<file path="config.mk">
export PLATFORM = sky130hd
export DESIGN_NAME = jwf_stack
export DESIGN_NICKNAME = d
export VERILOG_FILES = /design/src/rtl/jwf_pkg.sv /design/src/rtl/jwf_stack.sv
export SDC_FILE = /design/constraint.sdc
export NUM_CORES = 1
export LEC_CHECK = 0
export ABC_AREA = 1
export BUFFER_PORTS_ARGS = -buffer_cell sky130_fd_sc_hd__buf_2
export CAP_MARGIN = 20
export CORE_MARGIN = 2
export CORE_UTILIZATION = 55
export DETAILED_ROUTE_END_ITERATION = 10
export HOLD_SLACK_MARGIN = 0.08
export PLACE_DENSITY_LB_ADDON = 0.2
export SETUP_SLACK_MARGIN = 0.2
export SYNTH_ARGS = -nofsm -noshare
export SYNTH_HDL_FRONTEND = slang
export SYNTH_SLANG_ARGS = --single-unit
</file>
<file path="constraint.sdc">
create_clock -name i_clk -period 1.6 [get_ports i_clk]
set_clock_uncertainty 0.2 [all_clocks]
set_input_delay 0.16 -clock i_clk [delete_from_list [all_inputs] [get_ports i_clk]]
set_output_delay 0.16 -clock i_clk [all_outputs]
set_load 0.005 [all_outputs]
</file>
<file path="src/rtl/jwf_pkg.sv">
// ----------------------------------------------------------------------------
// jwf_pkg
// Shared constants and types for the JSON well-formedness checker.
// ----------------------------------------------------------------------------
`default_nettype none
package jwf_pkg;
    localparam int MaxNestDefault = 16;

    typedef enum logic [1:0] {
        V_PENDING = 2'd0,
        V_GOOD    = 2'd1,
        V_BAD     = 2'd2
    } t_verdict;

    typedef enum logic [4:0] {
        M_START = 5'd0, M_BOM1 = 5'd1, M_BOM2 = 5'd2, M_VALUE = 5'd3,
        M_ARR1 = 5'd4, M_OBJ1 = 5'd5, M_OBJKEY = 5'd6, M_COLON = 5'd7,
        M_AFTER = 5'd8, M_KSTR = 5'd9, M_KESC = 5'd10, M_KHEX = 5'd11,
        M_VSTR = 5'd12, M_VESC = 5'd13, M_VHEX = 5'd14, M_LIT = 5'd15,
        M_NMINUS = 5'd16, M_NZERO = 5'd17, M_NINT = 5'd18, M_NDOT = 5'd19,
        M_NFRAC = 5'd20, M_NE = 5'd21, M_NESIGN = 5'd22, M_NEXP = 5'd23
    } t_mode;

    localparam logic [1:0] LIT_TRUE = 2'd0;
    localparam logic [1:0] LIT_FALSE = 2'd1;
    localparam logic [1:0] LIT_NULL = 2'd2;

    // Expected byte of a literal word at a position; zero where none is.
    function automatic logic [7:0] lit_char(input logic [1:0] k, input logic [2:0] p);
        logic [7:0] c;
        c = 8'h00;
        case (k)
            LIT_TRUE: case (p)
                3'd0: c = "t"; 3'd1: c = "r"; 3'd2: c = "u"; 3'd3: c = "e";
                default: c = 8'h00;
            endcase
            LIT_FALSE: case (p)
                3'd0: c = "f"; 3'd1: c = "a"; 3'd2: c = "l"; 3'd3: c = "s";
                3'd4: c = "e";
                default: c = 8'h00;
            endcase
            default: case (p)
                3'd0: c = "n"; 3'd1: c = "u"; 3'd2: c = "l"; 3'd3: c = "l";
                default: c = 8'h00;
            endcase
        endcase
        return c;
    endfunction

    function automatic logic [2:0] lit_len(input logic [1:0] k);
        return (k == LIT_FALSE) ? 3'd5 : 3'd4;
    endfunction
endpackage
`default_nettype wire

</file>
<file path="src/rtl/jwf_stack.sv">
// ----------------------------------------------------------------------------
// jwf_stack
// Container kind stack: one bit per level, object when set, array when clear.
// ----------------------------------------------------------------------------
`default_nettype none
module jwf_stack
    import jwf_pkg::*;
#(
    parameter int MAX_NEST = MaxNestDefault,
    localparam int DW = $clog2(MAX_NEST + 1),
    localparam int AW = (MAX_NEST > 1) ? $clog2(MAX_NEST) : 1
) (
    input  wire logic          i_clk,
    input  wire logic          i_rst_n,
    input  wire logic          i_push,
    input  wire logic          i_kind,
    input  wire logic [DW-1:0] i_depth,
    output logic               o_top
);
    logic [MAX_NEST-1:0] r_kinds;
    logic [DW-1:0]       w_top_idx;

    assign w_top_idx = i_depth - DW'(1);
    assign o_top = (i_depth == '0) ? 1'b0 : r_kinds[w_top_idx[AW-1:0]];

    always_ff @(posedge i_clk) begin
        if (!i_rst_n) begin
            r_kinds <= '0;
        end else if (i_push) begin
            r_kinds[i_depth[AW-1:0]] <= i_kind;
        end
    end
endmodule
`default_nettype wire

</file>
==> impl_results.html <==
<table>
<tr><th>Metric</th><th>Value</th></tr>
<tr><th colspan="2">Setup path</th></tr>
<tr><td>Cell class contributing the biggest share of worst-path delay</td><td>simple AND/OR/NAND/NOR gates</td></tr>
<tr><td>Kind of end point of the critical path</td><td>output port</td></tr>
<tr><td>Arrival time of the worst setup path</td><td>1.31 ns</td></tr>
<tr><td>Critical path launch point type</td><td>register</td></tr>
<tr><td>Maximum single-stage delay on the critical path</td><td>0.34 ns</td></tr>
<tr><td>Required time at the worst-slack endpoint</td><td>1.24 ns</td></tr>
<tr><td>Crit path buf inv count</td><td>1</td></tr>
<tr><td>Critical path start-end classification</td><td>reg -&gt; out</td></tr>
<tr><td>Library cell contributing the largest single delay on the critical path</td><td>dfxtp_2</td></tr>
<tr><td>Critical Path Fanout Max</td><td>2</td></tr>
<tr><td>Worst reg2reg path depth</td><td>2</td></tr>
<tr><td>Number of stages on the worst setup path</td><td>7</td></tr>
<tr><td>Worst path cell trace</td><td>nor2_2, nor2_1, nand2_1, nand3_1, nand3b_1, a21oi_1, buf_2</td></tr>
<tr><th colspan="2">STA</th></tr>
<tr><td>Part of the cycle the worst path needs</td><td>1.04</td></tr>
<tr><td>Setup slack of the critical path after layout</td><td>-0.0670 ns</td></tr>
<tr><td>Max Clk Rate</td><td>600 MHz</td></tr>
<tr><td>Max_slew headroom</td><td>0.814</td></tr>
<tr><td>Setup Viol. Count Final</td><td>1</td></tr>
<tr><td>Final Slew Violations</td><td>0</td></tr>
<tr><td>Transition time at the pin with the least slew margin</td><td>0.278 ns</td></tr>
<tr><td>Shortest period the worst path allows</td><td>1.67 ns</td></tr>
<tr><td>Unrepaired setup endpoints after global routing</td><td>yes</td></tr>
<tr><td>Fin. Hold Viols</td><td>0</td></tr>
<tr><th colspan="2">Placement</th></tr>
<tr><td>Last weighted congestion value of the routability-driven placer</td><td>0.826</td></tr>
<tr><td>Detailed placer's ending HPWL</td><td>1.59 mm</td></tr>
<tr><td>Instance count after placement with tap cells included</td><td>171</td></tr>
<tr><td>Input/output buffers</td><td>9</td></tr>
<tr><th colspan="2">Cells and area</th></tr>
<tr><td>Utilization after layout</td><td>0.749</td></tr>
<tr><td>Filler cell count in the final layout</td><td>113</td></tr>
<tr><td>Registers with the most flip-flops</td><td>r_kinds x16</td></tr>
<tr><td>Fraction of layout cells with a size suffix above 1</td><td>0.189</td></tr>
<tr><td>Net count of the finished layout</td><td>183</td></tr>
<tr><td>Final Non-Filler Cells</td><td>185</td></tr>
<tr><td>Total inserted antenna cells</td><td>0</td></tr>
<tr><td>Signed area change from the synthesized netlist to the final layout</td><td>24.7%</td></tr>
<tr><td>Max FFs per register</td><td>16</td></tr>
<tr><td>Top reg by flops</td><td>r_kinds</td></tr>
<tr><th colspan="2">Synthesis</th></tr>
<tr><td>Top-count cell post-synth</td><td>nand2_1</td></tr>
<tr><td>Count of distinct cell types in the synthesized netlist</td><td>18</td></tr>
<tr><td>Top cells by area, synth</td><td>dfxtp_1 (34%), nand2_1 (16%), a21oi_1 (9.1%)</td></tr>
<tr><td>Seq/Total Area, Yosys</td><td>0.342</td></tr>
<tr><td>Average footprint of a synthesized cell</td><td>6.37 um2</td></tr>
<tr><td>Number of cells produced by synthesis</td><td>147</td></tr>
<tr><td>Syn. warnings</td><td>0</td></tr>
<tr><td>Portion of synthesized cell area occupied by the leading cell type</td><td>0.342</td></tr>
<tr><td>Async set-or-reset flop fraction in the synthesized netlist</td><td>0</td></tr>
<tr><td>Synthesized cell area</td><td>936 um2</td></tr>
<tr><td>Most used DFF post-synth</td><td>dfxtp_1</td></tr>
<tr><td>Total of flip-flops plus latches after synthesis</td><td>16</td></tr>
<tr><td>Leading post-synthesis cells by instance count</td><td>nand2_1 (40), inv_1 (19), a21oi_1 (17)</td></tr>
<tr><td>Synth Net Count</td><td>160</td></tr>
<tr><td>Number of enable flip-flop cells after synthesis</td><td>0</td></tr>
<tr><td>Cell type with the highest aggregate area in the netlist</td><td>dfxtp_1</td></tr>
<tr><th colspan="2">Drt</th></tr>
<tr><td>Vias per Instance</td><td>5.69</td></tr>
<tr><td>Detailed-route via count</td><td>1053</td></tr>
<tr><td>Final routed DRC violation total</td><td>0</td></tr>
<tr><td>Drt wl/cell</td><td>13.6 um</td></tr>
<tr><td>First-iteration detailed-routing DRC count</td><td>31</td></tr>
<tr><td>Antenna Nets Post-Route</td><td>0</td></tr>
<tr><td>Aggregate routed wire length</td><td>2.51 mm</td></tr>
<tr><td>Count of TritonRoute iterations in the first routing pass</td><td>5</td></tr>
<tr><th colspan="2">Clocking</th></tr>
<tr><td>Clock tree from TritonCTS</td><td>built</td></tr>
<tr><td>Clock transition at the registers of the reported paths</td><td>0.09 ns</td></tr>
<tr><td>Clock buffers created by TritonCTS</td><td>3</td></tr>
<tr><td>Root Buffer</td><td>clkbuf_4</td></tr>
<tr><td>H-tree depth reported by CTS</td><td>1</td></tr>
<tr><td>Clock latency on the worst-skew pair</td><td>0.30 ns</td></tr>
<tr><td>Buffer levels on the longest clock path</td><td>2</td></tr>
<tr><td>TritonCTS sink count</td><td>16</td></tr>
<tr><th colspan="2">Die</th></tr>
<tr><td>Die width</td><td>45.3 um</td></tr>
<tr><td>Die boundary height</td><td>45.3 um</td></tr>
<tr><td>Floorplan die area</td><td>2050 um2</td></tr>
<tr><td>I/O pin count</td><td>10</td></tr>
<tr><td>Site row count</td><td>14</td></tr>
<tr><td>Effective utilization at floorplan</td><td>0.600</td></tr>
<tr><td>Core Area</td><td>1560 um2</td></tr>
<tr><th colspan="2">Global routing</th></tr>
<tr><td>Aggregate global-route resource usage</td><td>0.285</td></tr>
<tr><td>Pin count of the biggest net entering global routing</td><td>17</td></tr>
<tr><td>Number of antenna violations at the first check in global routing</td><td>0</td></tr>
<tr><td>Residual overflow from global routing</td><td>0</td></tr>
<tr><td>First-pass GRT wire length</td><td>4.09 mm</td></tr>
<tr><td>Number of global-route vias before repair</td><td>988</td></tr>
<tr><th colspan="2">Min path</th></tr>
<tr><td>Worst min path class</td><td>in -&gt; reg</td></tr>
<tr><td>Hold path cells</td><td>4</td></tr>
<tr><th colspan="2">Power and ir drop</th></tr>
<tr><td>Cell area power density</td><td>746 nW/um2</td></tr>
<tr><td>Leak pwr</td><td>0.000562 uW</td></tr>
<tr><td>IR drop worst, VDD</td><td>0.644 mV</td></tr>
<tr><th colspan="2">Status</th></tr>
<tr><td>Failing checks</td><td>setup timing</td></tr>
<tr><td>Run status</td><td>finished, violations left</td></tr>
<tr><th colspan="2">Flow run</th></tr>
<tr><td>Maximum Capacitance Violations</td><td>0</td></tr>
</table>
## through the flow
stage / TNS [ns] / instance area [um2] / hold slack [ns] / setup slack (ns) / power (uW)
3_3_place_gp: 0 / 1010 / 0.243 / 0.0257 / 559
2_1_floorplan: 0 / 948 / 0.150 / 0.262 / 518
5_1_grt: -0.177 / 1170 / 0.131 / -0.177 / 913
3_5_place_dp: -0.0244 / 1010 / 0.248 / -0.0244 / 564
6_report: -0.0670 / 1170 / 0.0966 / -0.0670 / 871
4_1_cts: -0.00574 / 1140 / 0.0890 / -0.00574 / 860
## layer usage
layer / wire, um / part of all wire / vias to the layer above / track usage
met2: 1220 / 0.48 / 41 / 0.483
met4: 82 / 0.033 / 0 / 0.182
met5: 0 / 0 / - / 0
li1: - / - / 519 / -
met1: 1050 / 0.42 / 482 / 0.327
met3: 165 / 0.066 / 11 / 0.0520
## area by class of cell
cell class,instances,area [um2],share of cell area
multi-input cells,105,534,0.458
flip-flops and latches,16,324,0.278
repair buffers,22,170,0.146
inverters,22,82.6,0.0707
clock buffers,4,36.3,0.0311
well taps,16,20.0,0.0171
## worst min-delay path, stage by stage
cell     delay, ns
buf_2         0.13
nand2_1       0.07
o21ai_0       0.09
a21oi_1       0.12
## placed cells by master, fill, tap and decap left out, types with 3 or more instances in the layout
cell	count
a21oi_1	17
buf_2	9
buf_4	5
clkbuf_4	3
dfxtp_1	13
dfxtp_2	3
dlygate4sd3_1	5
dlymetal6s4s_1	3
ha_1	3
inv_1	17
inv_2	5
nand2_1	40
nand3_1	16
nor2_1	5
nor2_2	4
o21ai_0	8
o21ai_1	6
## power breakdown
group	total (uW)	internal [uW]	switching, uW
Combinational	185	77.5	107
Sequential	408	406	2.35
Clock	278	139	139
## repair_timing
action	in CTS	in global routing
gates resized for setup	2	14
endpoints found under the setup margin	1	11
hold buffers	8	0
pin swaps	2	3
hold endpoints to repair	16	0
setup buffers	1	1
## path summary, 6_finish.rpt
| path | startpoint | end | slack [ns] |
|---|---|---|---|
| min reg2reg | r_kinds[10] | r_kinds[10] | 0.26 |
| max reg2reg | r_kinds[15] | r_kinds[15] | 0.78 |
| min | i_push | r_kinds[14] | 0.1 |
| max | r_kinds[11] | o_top | -0.07 |
## logic make-up after synthesis
| group | Yosys count | share of synthesized area |
|---|---|---|
| compound gates | 31 | 0.166 |
| xor+xnor | 2 | 0.0187 |
| fa+ha+maj | 4 | 0.0535 |
| buf+inv | 26 | 0.111 |
| flops | 16 | 0.342 |
| simple gates | 68 | 0.309 |
Note: power is estimated with default switching activity, not from simulation.
